===== src/rqo_pkg.sv =====
`timescale 1ns / 1ps
// ----------------------------------------------------------------------------
// Report queue package
// Shared constants, codes and types of the report queue with overflow policy.
// ----------------------------------------------------------------------------
package rqo_pkg;

  localparam int DEPTH        = 16;
  localparam int IDX_W        = (DEPTH > 1) ? $clog2(DEPTH) : 1;
  localparam int CNT_W        = $clog2(DEPTH + 1);
  localparam int VALUE_W      = 64;
  localparam int STATUS_W     = 32;
  localparam int INDEX_OUT_W  = 8;
  localparam int CFG_IDX_W    = 2;
  localparam int CFG_DATA_W   = 8;

  localparam logic [STATUS_W-1:0] OVERFLOW_BIT = 32'h0000_0480;

  typedef enum logic [CFG_IDX_W-1:0] {
    CFG_QUEUE_SIZE     = 2'd0,
    CFG_DISCARD_OLDEST = 2'd1
  } cfg_reg_e;

  typedef enum logic {
    OP_ENQUEUE = 1'b0,
    OP_TAKE    = 1'b1
  } op_e;

  typedef enum logic [1:0] {
    S_IDLE,
    S_EXEC,
    S_READ,
    S_FIN
  } state_e;

  typedef struct packed {
    logic accept;
    logic exec;
    logic mark_wr;
    logic res_load;
  } cmd_t;

  typedef struct packed {
    logic need_rd;
    logic out_free;
  } stat_t;

  typedef struct packed {
    logic [INDEX_OUT_W-1:0] written_index;
    logic [INDEX_OUT_W-1:0] marked_index;
    logic                   overflow_marked;
    logic [INDEX_OUT_W-1:0] entries;
    logic                   pending;
    logic                   overflow_seen;
    logic [VALUE_W-1:0]     out_value;
    logic [STATUS_W-1:0]    out_status;
    logic                   out_valid;
  } out_item_t;

endpackage


===== src/rqo_if.sv =====
`timescale 1ns / 1ps
// ----------------------------------------------------------------------------
// Report queue channels
// Request and result channels with a valid/ready handshake.
// ----------------------------------------------------------------------------
interface rqo_in_if;
  import rqo_pkg::*;

  logic                valid;
  logic                ready;
  logic                op;
  logic [VALUE_W-1:0]  value;
  logic [STATUS_W-1:0] status_word;

  modport source (output valid, op, value, status_word, input ready);
  modport sink (input valid, op, value, status_word, output ready);
endinterface

interface rqo_out_if;
  import rqo_pkg::*;

  logic                   valid;
  logic                   ready;
  logic [INDEX_OUT_W-1:0] written_index;
  logic [INDEX_OUT_W-1:0] marked_index;
  logic                   overflow_marked;
  logic [INDEX_OUT_W-1:0] entries;
  logic                   pending;
  logic                   overflow_seen;
  logic [VALUE_W-1:0]     out_value;
  logic [STATUS_W-1:0]    out_status;
  logic                   out_valid;

  modport source (
    output valid, written_index, marked_index, overflow_marked, entries, pending,
           overflow_seen, out_value, out_status, out_valid,
    input  ready
  );
  modport sink (
    input  valid, written_index, marked_index, overflow_marked, entries, pending,
           overflow_seen, out_value, out_status, out_valid,
    output ready
  );
endinterface


===== src/rqo_ctrl.sv =====
`timescale 1ns / 1ps
// ----------------------------------------------------------------------------
// Report queue controller
// Sequences accept, execute, slot read/mark and result hand-off of one request.
// ----------------------------------------------------------------------------
module rqo_ctrl (
  input  logic           clk_i,
  input  logic           rst_ni,
  input  logic           in_valid_i,
  output logic           in_ready_o,
  input  rqo_pkg::stat_t stat_i,
  output rqo_pkg::cmd_t  cmd_o
);
  import rqo_pkg::*;

  state_e state_q, state_d;

  always_ff @(posedge clk_i or negedge rst_ni) begin
    if (!rst_ni) begin
      state_q <= S_IDLE;
    end else begin
      state_q <= state_d;
    end
  end

  always_comb begin
    state_d = state_q;
    unique case (state_q)
      S_IDLE: begin
        if (in_valid_i) begin
          state_d = S_EXEC;
        end
      end
      S_EXEC: begin
        state_d = stat_i.need_rd ? S_READ : S_FIN;
      end
      S_READ: begin
        state_d = S_FIN;
      end
      S_FIN: begin
        if (stat_i.out_free) begin
          state_d = S_IDLE;
        end
      end
      default: state_d = S_IDLE;
    endcase
  end

  always_comb begin
    cmd_o      = '0;
    in_ready_o = 1'b0;
    unique case (state_q)
      S_IDLE: begin
        in_ready_o   = 1'b1;
        cmd_o.accept = in_valid_i;
      end
      S_EXEC: cmd_o.exec = 1'b1;
      S_READ: cmd_o.mark_wr = 1'b1;
      S_FIN:  cmd_o.res_load = stat_i.out_free;
      default: cmd_o = '0;
    endcase
  end

  a_fin_waits: assert property (@(posedge clk_i) disable iff (!rst_ni)
    (state_q == S_FIN && !stat_i.out_free) |=> (state_q == S_FIN))
    else $error("controller left the finish state with the result register busy");

  a_read_follows_exec: assert property (@(posedge clk_i) disable iff (!rst_ni)
    (state_q == S_READ) |-> ($past(state_q) == S_EXEC))
    else $error("slot read state entered without an execute step");

  a_exec_after_accept: assert property (@(posedge clk_i) disable iff (!rst_ni)
    cmd_o.accept |=> (state_q == S_EXEC))
    else $error("accepted request was not executed");

endmodule


===== src/rqo_dp.sv =====
`timescale 1ns / 1ps
// ----------------------------------------------------------------------------
// Report queue datapath
// Configuration, ring pointers, slot memory and the result register.
// ----------------------------------------------------------------------------
module rqo_dp (
  input  logic                             clk_i,
  input  logic                             rst_ni,
  input  logic                             cfg_we_i,
  input  logic [rqo_pkg::CFG_IDX_W-1:0]    cfg_idx_i,
  input  logic [rqo_pkg::CFG_DATA_W-1:0]   cfg_data_i,
  input  logic                             in_op_i,
  input  logic [rqo_pkg::VALUE_W-1:0]      in_value_i,
  input  logic [rqo_pkg::STATUS_W-1:0]     in_status_i,
  input  rqo_pkg::cmd_t                    cmd_i,
  output rqo_pkg::stat_t                   stat_o,
  input  logic                             out_ready_i,
  output logic                             out_valid_o,
  output rqo_pkg::out_item_t               out_item_o
);
  import rqo_pkg::*;

  function automatic logic [IDX_W-1:0] step_fwd(input logic [IDX_W-1:0] i,
                                                input logic [CNT_W-1:0] n);
    logic [CNT_W:0] j;
    j = (CNT_W + 1)'(i) + (CNT_W + 1)'(1);
    return (j >= (CNT_W + 1)'(n)) ? '0 : j[IDX_W-1:0];
  endfunction

  function automatic logic [IDX_W-1:0] step_back(input logic [IDX_W-1:0] i,
                                                 input logic [CNT_W-1:0] n);
    logic [CNT_W-1:0] last;
    last = n - CNT_W'(1);
    return (i == '0) ? last[IDX_W-1:0] : i - IDX_W'(1);
  endfunction

  logic [CFG_DATA_W-1:0] qsize_q;
  logic                  discard_q;

  logic [IDX_W-1:0]      head_q, head_d;
  logic [IDX_W-1:0]      tail_q, tail_d;
  logic [CNT_W-1:0]      count_q, count_d;
  logic                  ovf_q, ovf_d;

  logic                  op_q;
  logic [VALUE_W-1:0]    value_q;
  logic [STATUS_W-1:0]   status_q;

  logic [VALUE_W-1:0]    value_mem [DEPTH];
  logic [STATUS_W-1:0]   status_mem [DEPTH];
  logic [VALUE_W-1:0]    rd_value_q;
  logic [STATUS_W-1:0]   rd_status_q;

  logic                  rmw_q, rmw_d;
  logic [IDX_W-1:0]      res_written_q, res_written_d;
  logic [IDX_W-1:0]      res_marked_q, res_marked_d;
  logic                  res_mark_q, res_mark_d;
  logic                  res_valid_q, res_valid_d;

  logic                  out_valid_q;
  out_item_t             out_item_q;

  logic [CNT_W-1:0]      size_n;
  logic [IDX_W-1:0]      head_c, tail_c, head_adv, newest;
  logic [CNT_W-1:0]      count_c;
  logic                  full;
  logic                  we_val, we_st;
  logic [IDX_W-1:0]      wr_addr;
  logic [STATUS_W-1:0]   wr_status;
  logic                  rd_en;
  logic [IDX_W-1:0]      rd_addr;

  always_ff @(posedge clk_i or negedge rst_ni) begin
    if (!rst_ni) begin
      qsize_q   <= CFG_DATA_W'(1);
      discard_q <= 1'b1;
    end else if (cfg_we_i) begin
      unique case (cfg_idx_i)
        CFG_QUEUE_SIZE:     qsize_q <= cfg_data_i;
        CFG_DISCARD_OLDEST: discard_q <= cfg_data_i[0];
        default: ;
      endcase
    end
  end

  always_comb begin
    if (qsize_q == '0) begin
      size_n = CNT_W'(1);
    end else if (qsize_q > CFG_DATA_W'(DEPTH)) begin
      size_n = CNT_W'(DEPTH);
    end else begin
      size_n = qsize_q[CNT_W-1:0];
    end
    head_c   = (CNT_W'(head_q) >= size_n) ? '0 : head_q;
    tail_c   = (CNT_W'(tail_q) >= size_n) ? '0 : tail_q;
    count_c  = (count_q > size_n) ? size_n : count_q;
    full     = (count_c >= size_n);
    head_adv = step_fwd(head_c, size_n);
    newest   = step_back(tail_c, size_n);
  end

  always_comb begin
    head_d        = head_c;
    tail_d        = tail_c;
    count_d       = count_c;
    ovf_d         = ovf_q;
    we_val        = 1'b0;
    we_st         = 1'b0;
    wr_addr       = tail_c;
    wr_status     = status_q;
    rd_en         = 1'b0;
    rd_addr       = head_c;
    rmw_d         = 1'b0;
    res_written_d = '0;
    res_marked_d  = '0;
    res_mark_d    = 1'b0;
    res_valid_d   = 1'b0;
    if (op_q == OP_ENQUEUE) begin
      we_val = 1'b1;
      we_st  = 1'b1;
      if (!full) begin
        res_written_d = tail_c;
        tail_d        = step_fwd(tail_c, size_n);
        count_d       = count_c + CNT_W'(1);
      end else if (discard_q) begin
        head_d        = head_adv;
        res_written_d = tail_c;
        tail_d        = step_fwd(tail_c, size_n);
        res_marked_d  = head_adv;
        res_mark_d    = 1'b1;
        ovf_d         = 1'b1;
        if (head_adv == tail_c) begin
          wr_status = status_q | OVERFLOW_BIT;
        end else begin
          rd_en   = 1'b1;
          rd_addr = head_adv;
          rmw_d   = 1'b1;
        end
      end else begin
        wr_addr       = newest;
        wr_status     = status_q | OVERFLOW_BIT;
        res_written_d = newest;
        res_marked_d  = newest;
        res_mark_d    = 1'b1;
        ovf_d         = 1'b1;
      end
    end else if (count_c != '0) begin
      rd_en       = 1'b1;
      rd_addr     = head_c;
      res_valid_d = 1'b1;
      head_d      = head_adv;
      count_d     = count_c - CNT_W'(1);
    end
  end

  always_ff @(posedge clk_i or negedge rst_ni) begin
    if (!rst_ni) begin
      head_q  <= '0;
      tail_q  <= '0;
      count_q <= '0;
      ovf_q   <= 1'b0;
    end else if (cmd_i.exec) begin
      head_q  <= head_d;
      tail_q  <= tail_d;
      count_q <= count_d;
      ovf_q   <= ovf_d;
    end
  end

  always_ff @(posedge clk_i) begin
    if (cmd_i.accept) begin
      op_q     <= in_op_i;
      value_q  <= in_value_i;
      status_q <= in_status_i;
    end
    if (cmd_i.exec) begin
      rmw_q         <= rmw_d;
      res_written_q <= res_written_d;
      res_marked_q  <= res_marked_d;
      res_mark_q    <= res_mark_d;
      res_valid_q   <= res_valid_d;
    end
  end

  always_ff @(posedge clk_i) begin
    if (cmd_i.exec && we_val) begin
      value_mem[wr_addr] <= value_q;
    end
    if (cmd_i.exec && we_st) begin
      status_mem[wr_addr] <= wr_status;
    end else if (cmd_i.mark_wr && rmw_q) begin
      status_mem[res_marked_q] <= rd_status_q | OVERFLOW_BIT;
    end
    if (cmd_i.exec && rd_en) begin
      rd_value_q  <= value_mem[rd_addr];
      rd_status_q <= status_mem[rd_addr];
    end
  end

  always_ff @(posedge clk_i or negedge rst_ni) begin
    if (!rst_ni) begin
      out_valid_q <= 1'b0;
    end else if (cmd_i.res_load) begin
      out_valid_q <= 1'b1;
    end else if (out_ready_i) begin
      out_valid_q <= 1'b0;
    end
  end

  always_ff @(posedge clk_i) begin
    if (cmd_i.res_load) begin
      out_item_q.written_index   <= INDEX_OUT_W'(res_written_q);
      out_item_q.marked_index    <= INDEX_OUT_W'(res_marked_q);
      out_item_q.overflow_marked <= res_mark_q;
      out_item_q.entries         <= INDEX_OUT_W'(count_q);
      out_item_q.pending         <= (count_q != '0);
      out_item_q.overflow_seen   <= ovf_q;
      out_item_q.out_value       <= res_valid_q ? rd_value_q : '0;
      out_item_q.out_status      <= res_valid_q ? rd_status_q : '0;
      out_item_q.out_valid       <= res_valid_q;
    end
  end

  assign stat_o.need_rd  = rd_en;
  assign stat_o.out_free = !out_valid_q || out_ready_i;
  assign out_valid_o     = out_valid_q;
  assign out_item_o      = out_item_q;

  a_count_bound: assert property (@(posedge clk_i) disable iff (!rst_ni)
    count_q <= CNT_W'(DEPTH))
    else $error("entry count exceeds the ring depth");

  a_ptr_bound: assert property (@(posedge clk_i) disable iff (!rst_ni)
    (CNT_W'(head_q) < CNT_W'(DEPTH)) && (CNT_W'(tail_q) < CNT_W'(DEPTH)))
    else $error("ring pointer outside the slot memory");

  a_load_free: assert property (@(posedge clk_i) disable iff (!rst_ni)
    cmd_i.res_load |-> (!out_valid_q || out_ready_i))
    else $error("result register overwritten before its transaction");

  a_rmw_no_clash: assert property (@(posedge clk_i) disable iff (!rst_ni)
    (cmd_i.exec && rmw_d) |-> (rd_addr != wr_addr))
    else $error("overflow mark read collides with the enqueue write");

endmodule


===== src/report_queue_with_overflow.sv =====
`timescale 1ns / 1ps
// ----------------------------------------------------------------------------
// Report queue with overflow policy
// Ring of value/status reports with discard-oldest or overwrite-newest policy.
// ----------------------------------------------------------------------------
// Sequence: each request passes the accept, execute and result-load steps; a
//   take or an oldest-discard mark that reads the slot adds the slot read and
//   status mark step, and result-load waits for a free result register.
// Requests: a new request is accepted only after the previous one has left
//   the result-load step, so requests never overlap.
// Reset: pointers, count, overflow flag and control clear; queue size resets
//   to 1 and the discard-oldest policy is selected. Slot contents are not reset.
module report_queue_with_overflow (
  input  logic                           clk_i,
  input  logic                           rst_ni,
  input  logic                           cfg_we_i,
  input  logic [rqo_pkg::CFG_IDX_W-1:0]  cfg_idx_i,
  input  logic [rqo_pkg::CFG_DATA_W-1:0] cfg_data_i,
  rqo_in_if.sink                         in_if,
  rqo_out_if.source                      out_if
);
  import rqo_pkg::*;

  cmd_t      cmd;
  stat_t     stat;
  out_item_t out_item;

  rqo_ctrl u_ctrl (
    .clk_i      (clk_i),
    .rst_ni     (rst_ni),
    .in_valid_i (in_if.valid),
    .in_ready_o (in_if.ready),
    .stat_i     (stat),
    .cmd_o      (cmd)
  );

  rqo_dp u_dp (
    .clk_i       (clk_i),
    .rst_ni      (rst_ni),
    .cfg_we_i    (cfg_we_i),
    .cfg_idx_i   (cfg_idx_i),
    .cfg_data_i  (cfg_data_i),
    .in_op_i     (in_if.op),
    .in_value_i  (in_if.value),
    .in_status_i (in_if.status_word),
    .cmd_i       (cmd),
    .stat_o      (stat),
    .out_ready_i (out_if.ready),
    .out_valid_o (out_if.valid),
    .out_item_o  (out_item)
  );

  assign out_if.written_index   = out_item.written_index;
  assign out_if.marked_index    = out_item.marked_index;
  assign out_if.overflow_marked = out_item.overflow_marked;
  assign out_if.entries         = out_item.entries;
  assign out_if.pending         = out_item.pending;
  assign out_if.overflow_seen   = out_item.overflow_seen;
  assign out_if.out_value       = out_item.out_value;
  assign out_if.out_status      = out_item.out_status;
  assign out_if.out_valid       = out_item.out_valid;

endmodule

===== src/flat_wrapper.sv =====
// flat-port wrapper written by rule: the top's interface ports become plain ports
module report_queue_with_overflow_flat import rqo_pkg::*;
  (clk_i, rst_ni, cfg_we_i, cfg_idx_i, cfg_data_i, in_if_valid, in_if_op, in_if_value, in_if_status_word, in_if_ready, out_if_valid, out_if_written_index, out_if_marked_index, out_if_overflow_marked, out_if_entries, out_if_pending, out_if_overflow_seen, out_if_out_value, out_if_out_status, out_if_out_valid, out_if_ready);
  rqo_in_if in_if_i ();
  rqo_out_if out_if_i ();
  input  logic clk_i;
  input  logic rst_ni;
  input  logic cfg_we_i;
  input  logic [rqo_pkg::CFG_IDX_W-1:0] cfg_idx_i;
  input  logic [rqo_pkg::CFG_DATA_W-1:0] cfg_data_i;
  input wire logic [$bits(in_if_i.valid)-1:0] in_if_valid;
  input wire logic [$bits(in_if_i.op)-1:0] in_if_op;
  input wire logic [$bits(in_if_i.value)-1:0] in_if_value;
  input wire logic [$bits(in_if_i.status_word)-1:0] in_if_status_word;
  output wire logic [$bits(in_if_i.ready)-1:0] in_if_ready;
  output wire logic [$bits(out_if_i.valid)-1:0] out_if_valid;
  output wire logic [$bits(out_if_i.written_index)-1:0] out_if_written_index;
  output wire logic [$bits(out_if_i.marked_index)-1:0] out_if_marked_index;
  output wire logic [$bits(out_if_i.overflow_marked)-1:0] out_if_overflow_marked;
  output wire logic [$bits(out_if_i.entries)-1:0] out_if_entries;
  output wire logic [$bits(out_if_i.pending)-1:0] out_if_pending;
  output wire logic [$bits(out_if_i.overflow_seen)-1:0] out_if_overflow_seen;
  output wire logic [$bits(out_if_i.out_value)-1:0] out_if_out_value;
  output wire logic [$bits(out_if_i.out_status)-1:0] out_if_out_status;
  output wire logic [$bits(out_if_i.out_valid)-1:0] out_if_out_valid;
  input wire logic [$bits(out_if_i.ready)-1:0] out_if_ready;
  assign in_if_i.valid = in_if_valid;
  assign in_if_i.op = in_if_op;
  assign in_if_i.value = in_if_value;
  assign in_if_i.status_word = in_if_status_word;
  assign in_if_ready = in_if_i.ready;
  assign out_if_valid = out_if_i.valid;
  assign out_if_written_index = out_if_i.written_index;
  assign out_if_marked_index = out_if_i.marked_index;
  assign out_if_overflow_marked = out_if_i.overflow_marked;
  assign out_if_entries = out_if_i.entries;
  assign out_if_pending = out_if_i.pending;
  assign out_if_overflow_seen = out_if_i.overflow_seen;
  assign out_if_out_value = out_if_i.out_value;
  assign out_if_out_status = out_if_i.out_status;
  assign out_if_out_valid = out_if_i.out_valid;
  assign out_if_i.ready = out_if_ready;
  report_queue_with_overflow u_core (.clk_i(clk_i), .rst_ni(rst_ni), .cfg_we_i(cfg_we_i), .cfg_idx_i(cfg_idx_i), .cfg_data_i(cfg_data_i), .in_if(in_if_i), .out_if(out_if_i));
endmodule

===== config.mk =====
export PLATFORM = sky130hd
export DESIGN_NAME = report_queue_with_overflow_flat
export DESIGN_NICKNAME = d
export VERILOG_FILES = /design/src/rqo_pkg.sv /design/src/rqo_if.sv /design/src/rqo_ctrl.sv /design/src/rqo_dp.sv /design/src/report_queue_with_overflow.sv /design/src/flat_wrapper.sv
export SDC_FILE = /design/constraint.sdc
export NUM_CORES = 2
export LEC_CHECK = 0
export ABC_AREA = 0
export BUFFER_PORTS_ARGS = -buffer_cell sky130_fd_sc_hd__buf_2
export CAP_MARGIN = 20
export CORE_ASPECT_RATIO = 0.5
export CORE_MARGIN = 1.5
export CORE_UTILIZATION = 60
export DETAILED_ROUTE_END_ITERATION = 8
export GPL_TIMING_DRIVEN = 0
export PLACE_DENSITY = 0.77
export SYNTH_ARGS = -nofsm -noshare
export SYNTH_HDL_FRONTEND = slang
export SYNTH_SLANG_ARGS = --single-unit

===== constraint.sdc =====
create_clock -name clk_i -period 15.7 [get_ports clk_i]
set_input_delay 0.785 -clock clk_i [delete_from_list [all_inputs] [get_ports clk_i]]
set_output_delay 0.785 -clock clk_i [all_outputs]
set_load 0.005 [all_outputs]

After elaboration in Yosys (flattened, before gate mapping)
Memory sizes are Yosys's and may differ from the RTL's. A register that Yosys moved wholly into a read port is not among the register bits.
Index checks and enable logic that the tools add are counted.
{"block": "op_classes", "add_sub_neg": 6, "n_lt_le_gt_ge": 7, "eq_ne": 7, "muxes": 56, "bitwise": 2, "reduce_logical": 18}
{"cell": "$mux 4", "count": 21}
{"cell": "$mux 11", "count": 4}
{"cell": "$mux 32", "count": 1}
{"cell": "$reduce_or 32->1", "count": 1}
{"cell": "$mux 5", "count": 6}
{"cell": "$mux 1", "count": 21}
{"cell": "$ge 5x5->1", "count": 3}
{"cell": "$add 4x1->5 const B", "count": 2}
{"cell": "$ge 4x5->1", "count": 2}
{"cell": "$reduce_bool 5->1", "count": 2}
{"cell": "$gt 8x5->1 const B", "count": 1}
{"cell": "$logic_not 8->1", "count": 1}
{"cell": "$pmux 2 s4", "count": 1}
{"cell": "$sub 4x1->4 const B", "count": 2}
{"cell": "$reduce_and 2->1", "count": 3}
{"cell": "$add 5x1->5 const B", "count": 1}
{"cell": "$gt 5x5->1", "count": 1}
{"cell": "$sub 5x1->5 const B", "count": 1}
{"cell": "$eq 2x1->1 const B", "count": 2}
{"cell": "$eq 2x2->1 const B", "count": 2}
{"cell": "$eq 4x4->1", "count": 1}
{"cell": "$logic_not 2->1", "count": 2}
{"cell": "$logic_not 4->1", "count": 1}
{"cell": "$mux 2", "count": 2}
{"cell": "other kinds (8)", "count": 12}
{"block": "word_totals", "reg_bits": 247, "ramBits": 1536, "inputBits": 112, "word_cells": 123, "memories": 2}
{"memory": "u_core.u_dp.value_mem", "depth": 16, "width": 64, "rd": 1, "rd_clocked_by_memory_dff": 1, "write_ports": 1, "line_no": "rqo_dp.sv:49", "rtl": "logic [VALUE_W-1:0] value_mem [DEPTH];"}
{"memory": "u_core.u_dp.status_mem", "depth": 16, "width": 32, "rd": 1, "rd_clocked_by_memory_dff": 1, "write_ports": 1, "line_no": "rqo_dp.sv:50", "rtl": "logic [STATUS_W-1:0] status_mem [DEPTH];"}

Longest topological paths before layout
{"block": "logic_depth", "ltp_word": 15, "mapped_depth": 36, "mapped_depth_nobuf": 28}

Hierarchy
From an unflattened synthesis, not the netlist that was laid out.
{"block": "hier_totals", "hier_cells": 3944, "area_unflattened_um2": 71887.7}
{"module": "rqo_dp", "n_inst": 1, "cells_per_inst": 3926, "area_each_um2": 71702.5, "seq_area_each_um2": 56246.4}
{"module": "rqo_ctrl", "n_inst": 1, "cells_per_inst": 18, "area_each_um2": 185.2, "seq_area_each_um2": 50.0}

Least setup slack after synthesis
No wires, ideal clock.
{"block": "synth_timing", "kind": "flip-flop to flip-flop", "from": "register u_core.u_dp.qsize_q[5]", "to": "register u_core.u_dp.rd_status_q[0] (read register of u_core.u_dp.status_mem) (enable)", "setup_ns": 0.562, "t_arrival_ns": 9.836, "slack_ns": 5.302, "stages_incl_launch_ff": 29, "period_less_slack_ns": 10.398, "path_cell_list": "dfrtp_1 or4_1 buf_4 inv_4 buf_6 and2_1 inv_1 ha_1 a21oi_1 o21ai_1 a211oi_2 ha_1 nand2b_1 nor2_1 a2111oi_4 and2_1 inv_1 ha_1 a21o_1 a31oi_1 o21ai_0 nor3_2 xor2_1 o2111ai_1 and3_1 buf_6 buf_4 nor2_1 nor2b_1"}
{"block": "synth_between", "elab_chain_len": 14, "elab_cells_between_ends": 26}
{"item": "start: declaration", "line_no": "rqo_dp.sv:37", "rtl": "logic [CFG_DATA_W-1:0] qsize_q;"}
{"item": "start signal: assignment", "line_no": "rqo_dp.sv:79", "rtl": "CFG_QUEUE_SIZE: qsize_q <= cfg_data_i;"}
{"item": "$gt 8x5->1", "line_no": "rqo_dp.sv:89", "rtl": "end else if (qsize_q > CFG_DATA_W'(DEPTH)) begin"}
{"item": "$mux 5", "line_no": "rqo_dp.sv:89"}
{"item": "$mux 5 (*)", "line_no": "rqo_dp.sv:87", "rtl": "if (qsize_q == '0) begin"}
{"item": "$ge 4x5->1", "line_no": "rqo_dp.sv:94", "rtl": "head_c = (CNT_W'(head_q) >= size_n) ? '0 : head_q;"}
{"item": "$mux 4", "line_no": "rqo_dp.sv:94"}
{"item": "$add 4x1->5", "line_no": "rqo_dp.sv:26", "rtl": "j = (CNT_W + 1)'(i) + (CNT_W + 1)'(1);"}
{"item": "$ge 5x5->1", "line_no": "rqo_dp.sv:27", "rtl": "return (j >= (CNT_W + 1)'(n)) ? '0 : j[IDX_W-1:0];"}
{"item": "$mux 4", "line_no": "rqo_dp.sv:27"}
{"item": "$eq 4x4->1", "line_no": "rqo_dp.sv:132", "rtl": "if (head_adv == tail_c) begin"}
{"item": "$mux 1", "line_no": "rqo_dp.sv:132"}
{"item": "$mux 1 (2 in a row)"}
{"item": "$mux 1", "line_no": "rqo_dp.sv:118", "rtl": "if (op_q == OP_ENQUEUE) begin"}
{"item": "$logic_and 1x1->1", "line_no": "rqo_dp.sv:194", "rtl": "if (cmd_i.exec && rd_en) begin"}
{"item": "end: declaration", "line_no": "rqo_dp.sv:52", "rtl": "logic [STATUS_W-1:0] rd_status_q;"}
Mark *: on every way between the ends. The rest lies on a longest branch, timed or not.
A chain may end at the register's enable or synchronous reset.

Worst setup path in the final report
{"block": "layout_timing", "from": "register u_core.u_dp.qsize_q[5]", "to": "register u_core.u_dp.rd_status_q[17] (read register of u_core.u_dp.status_mem), data pin"}
The elaborated chain is that of the path after synthesis.

==> results.sh <==
export IMPL_hpwl_mm=113
export IMPL_overflow=0
export IMPL_setup_viol=0
export IMPL_fin_crit_sh_pct=67.7
export IMPL_cpMaxStageDelayCell="clkbuf_1"
export IMPL_routed_wl_mm=181
export IMPL_cp_arrival_ns=11.15
export IMPL_r2r_cells=31
export IMPL_seq_area_frac_synth_pct=78.5
export IMPL_slowest_delay_ns=0.86
export IMPL_max_slew_margin_pct=19.4
export IMPL_ant_nets=0
export IMPL_num_rows=89
export IMPL_grt_pass1_vias=38600
export IMPL_cts_max_level=4
export IMPL_critPathCaptureType="flip-flop"
export IMPL_path_buf_inv=9
export IMPL_fin_area_sq_um=81700
export IMPL_synth_flop_cell="edfxtp_1"
export IMPL_start_util_pct=60.7
export IMPL_syn_inst=3922
export IMPL_ys_types=62
export IMPL_reg2reg_to="u_core.u_dp.rd_status_q[17]"
export IMPL_die_width_um=492
export IMPL_slew_viol_final=0
export IMPL_drt_iter0_markers=5771
export IMPL_antenna_found_initial=7
export IMPL_die_h_um=248
export IMPL_cts_clk_slew_worst_paths_ns=0.07
export IMPL_rsz0062_at_grt="no"
export IMPL_max_vdd_ir_drop_uv=162
export IMPL_wl_per_cell_um=29.6
export IMPL_cp_max_fo=13
export IMPL_cts_tree="built"
export IMPL_clk_latency_ns=0.80
export IMPL_cts_sinks=1879
export IMPL_synth_edf_count=1853
export IMPL_finalNetCount=4542
export IMPL_numCtsBuffers=154
export IMPL_yosys_area_top_type_share_pct=77.6
export IMPL_yosys_area_top_type="edfxtp_1"
export IMPL_drive_gt1_share_pct=15.0
export IMPL_required_ns=16.22
export IMPL_min_to="u_core.u_dp.value_q[53]"
export IMPL_status="finished, violations left"
export IMPL_min_from="in_if_value[53]"
export IMPL_worst_setup_path_type="flip-flop to flip-flop"
export IMPL_synth_area_leaders="edfxtp_1, mux2i_1, o22ai_1, or4_1, and2_1"
export IMPL_synthesis_area_sq_um=71700
export IMPL_hold_path_class="primary input to flip-flop"
export IMPL_areaGrowthSynthToFinish_pct=13.9
export IMPL_core_area_sq_um=118000
export IMPL_first_pass_iters=9
export IMPL_grt_max_degree=43
export IMPL_routed_via_density=6.48
export IMPL_reg2reg_from="u_core.u_dp.qsize_q[5]"
export IMPL_hold_viol=0
export IMPL_ys_top_cells_by_count="edfxtp_1, mux2i_1, o22ai_1"
export IMPL_port_buffers=226
export IMPL_fmax_mhz=94.1
export IMPL_postCtsSetupBuffers=0
export IMPL_finalSetupTns_ns=0
export IMPL_synth_most_common_cell="edfxtp_1"
export IMPL_via_count=39600
export IMPL_p_leak_uw=0.0297
export IMPL_cpMostUsedCell="ha_1"
export IMPL_grt_pass1_wl_mm=256
export IMPL_hold_depth=1
export IMPL_worstMarginPinSlew_ns=1.21
export IMPL_violations="design-rule violations"
export IMPL_place_gp_congestion=0.864
export IMPL_layout_setup_ws_ns=5.07
export IMPL_p_per_area_nw_per_um2=201
export IMPL_skew_ns=0.0344
export IMPL_start_kind="flip-flop"
export IMPL_ios=238
export IMPL_synth_async_reset_ratio_pct=1.38
export IMPL_dp_slack_ns=5.53
export IMPL_cts_root_buf="clkbuf_16"
export IMPL_drv_cap=0
export IMPL_critPathTopFamily="compound AO/OA/AOI/OAI gates"
export IMPL_grt_usage_pct=29.4
export IMPL_avgSynthCellArea_sq_um=18.3
export IMPL_ff2ff_setup_slack_ns=5.07
export IMPL_yosysWarnings=0
export IMPL_synth_seq_cells=1879
export IMPL_period_minus_slack_ns=10.63
export IMPL_cts_buffer_depth=3
export IMPL_die_area_sq_um=122000
export IMPL_placed_area_sq_um=76700
export IMPL_drcViolationCount=10
power breakdown:
| part | internal [uW] | switching, uW |
|---|---|---|
| logic | 2120 | 3720 |
| clock network | 2050 | 1780 |
| registers | 6490 | 265 |
cell families (layout without fill, tap and decap cells):
group           Yosys count  after routing  share of synthesized area (%)
fa+ha+maj                38             38                          0.663
simple gates            470            470                           3.56
mux                     788            788                           11.0
buf+inv                 236            821                           1.66
flops                  1879           1879                           78.5
other cells               1             12                        0.00523
xor+xnor                 14             14                          0.171
compound gates          496            496                           4.46
state kept, by name (all words and copies together), names as in the netlist, 5 cells and up:
signal and count:
u_core.u_dp.value_mem 1024, u_core.u_dp.status_mem 512, u_core.u_dp.out_item_o 113, u_core.u_dp.rd_value_q 64, u_core.u_dp.value_q 64, u_core.u_dp.rd_status_q 32
u_core.u_dp.status_q 32, u_core.u_dp.qsize_q 8, u_core.u_dp.count_q 5
worst max path at each step:
stage | start | end | slack (ns) | cells past startpoint
6_report | u_core.u_dp.qsize_q[5] | u_core.u_dp.rd_status_q[17] | 5.07 | 31
5_1_grt | u_core.u_dp.qsize_q[5] | u_core.u_dp.rd_status_q[22] | 4.79 | 31
4_1_cts | u_core.u_dp.qsize_q[5] | u_core.u_dp.rd_status_q[26] | 5.49 | 31
3_5_place_dp | u_core.u_dp.qsize_q[5] | u_core.u_dp.rd_status_q[26] | 5.53 | 31
3_3_place_gp | u_core.u_dp.qsize_q[5] | u_core.u_dp.rd_value_q[39] | -1.10 | 28
2_1_floorplan | u_core.u_dp.qsize_q[5] | u_core.u_dp.rd_status_q[0] | 5.30 | 28
metrics by stage:
stage	cells	utilization, %	total power [uW]	hold slack [ns]
2_1_floorplan	3932	-	10500	0.400
3_3_place_gp	5750	63.3	12300	0.409
3_5_place_dp	5823	64.9	12500	0.410
4_1_cts	6105	69.0	16300	0.104
5_1_grt	6110	69.1	16900	0.140
6_report	6110	69.1	16400	0.151
routing by layer:
layer	part of all wire [%]	routed length [um]	global-route usage, %
met2	47	84800	47.2
met1	39	69700	40.5
met4	3.4	6100	10.8
met3	11	20100	5.95
met5	0	0	0
cells in the final DEF, fill, tap and decap left out, drive strengths merged, types with 5 or more instances in the layout:
cell      netlist  layout
o21ai          20      20
a31oi           6       6
o22ai         384     384
a21o            9       9
clkinv          0      70
a41oi           8       8
dfrtp          24      24
inv            27      35
clkinvlp        0       5
clkbuf        101     286
conb            1      11
nand2         125     125
nor3           11      11
ha             38      38
and2          106     106
bufinv          0      13
nand3           6       6
nand2b         14      14
nor2           76      76
nor2b           7       7
xnor2          11      11
edfxtp       1853    1853
and3            7       7
nor4            7       7
mux2i         775     775
o21a            7       7
buf           108     411
a21oi          34      34
or4            97      97
mux2           13      13
what timing repair did:
action	CTS	global route
hold endpoints to repair	15	0
hold buffers	1	0
gates resized for setup	0	0
cell type report:
type	instances	area (sq um)
antenna	1	2.50
buffer	209	1090
clock buffer	185	4010
clock inverter	96	903
fill	7232	36600
inverter	27	104
multi-input combinational	1817	14600
sequential	1879	56300
tap	1592	1990
timing repair buffer	304	2740
Note: power is estimated with default switching activity, not from simulation.
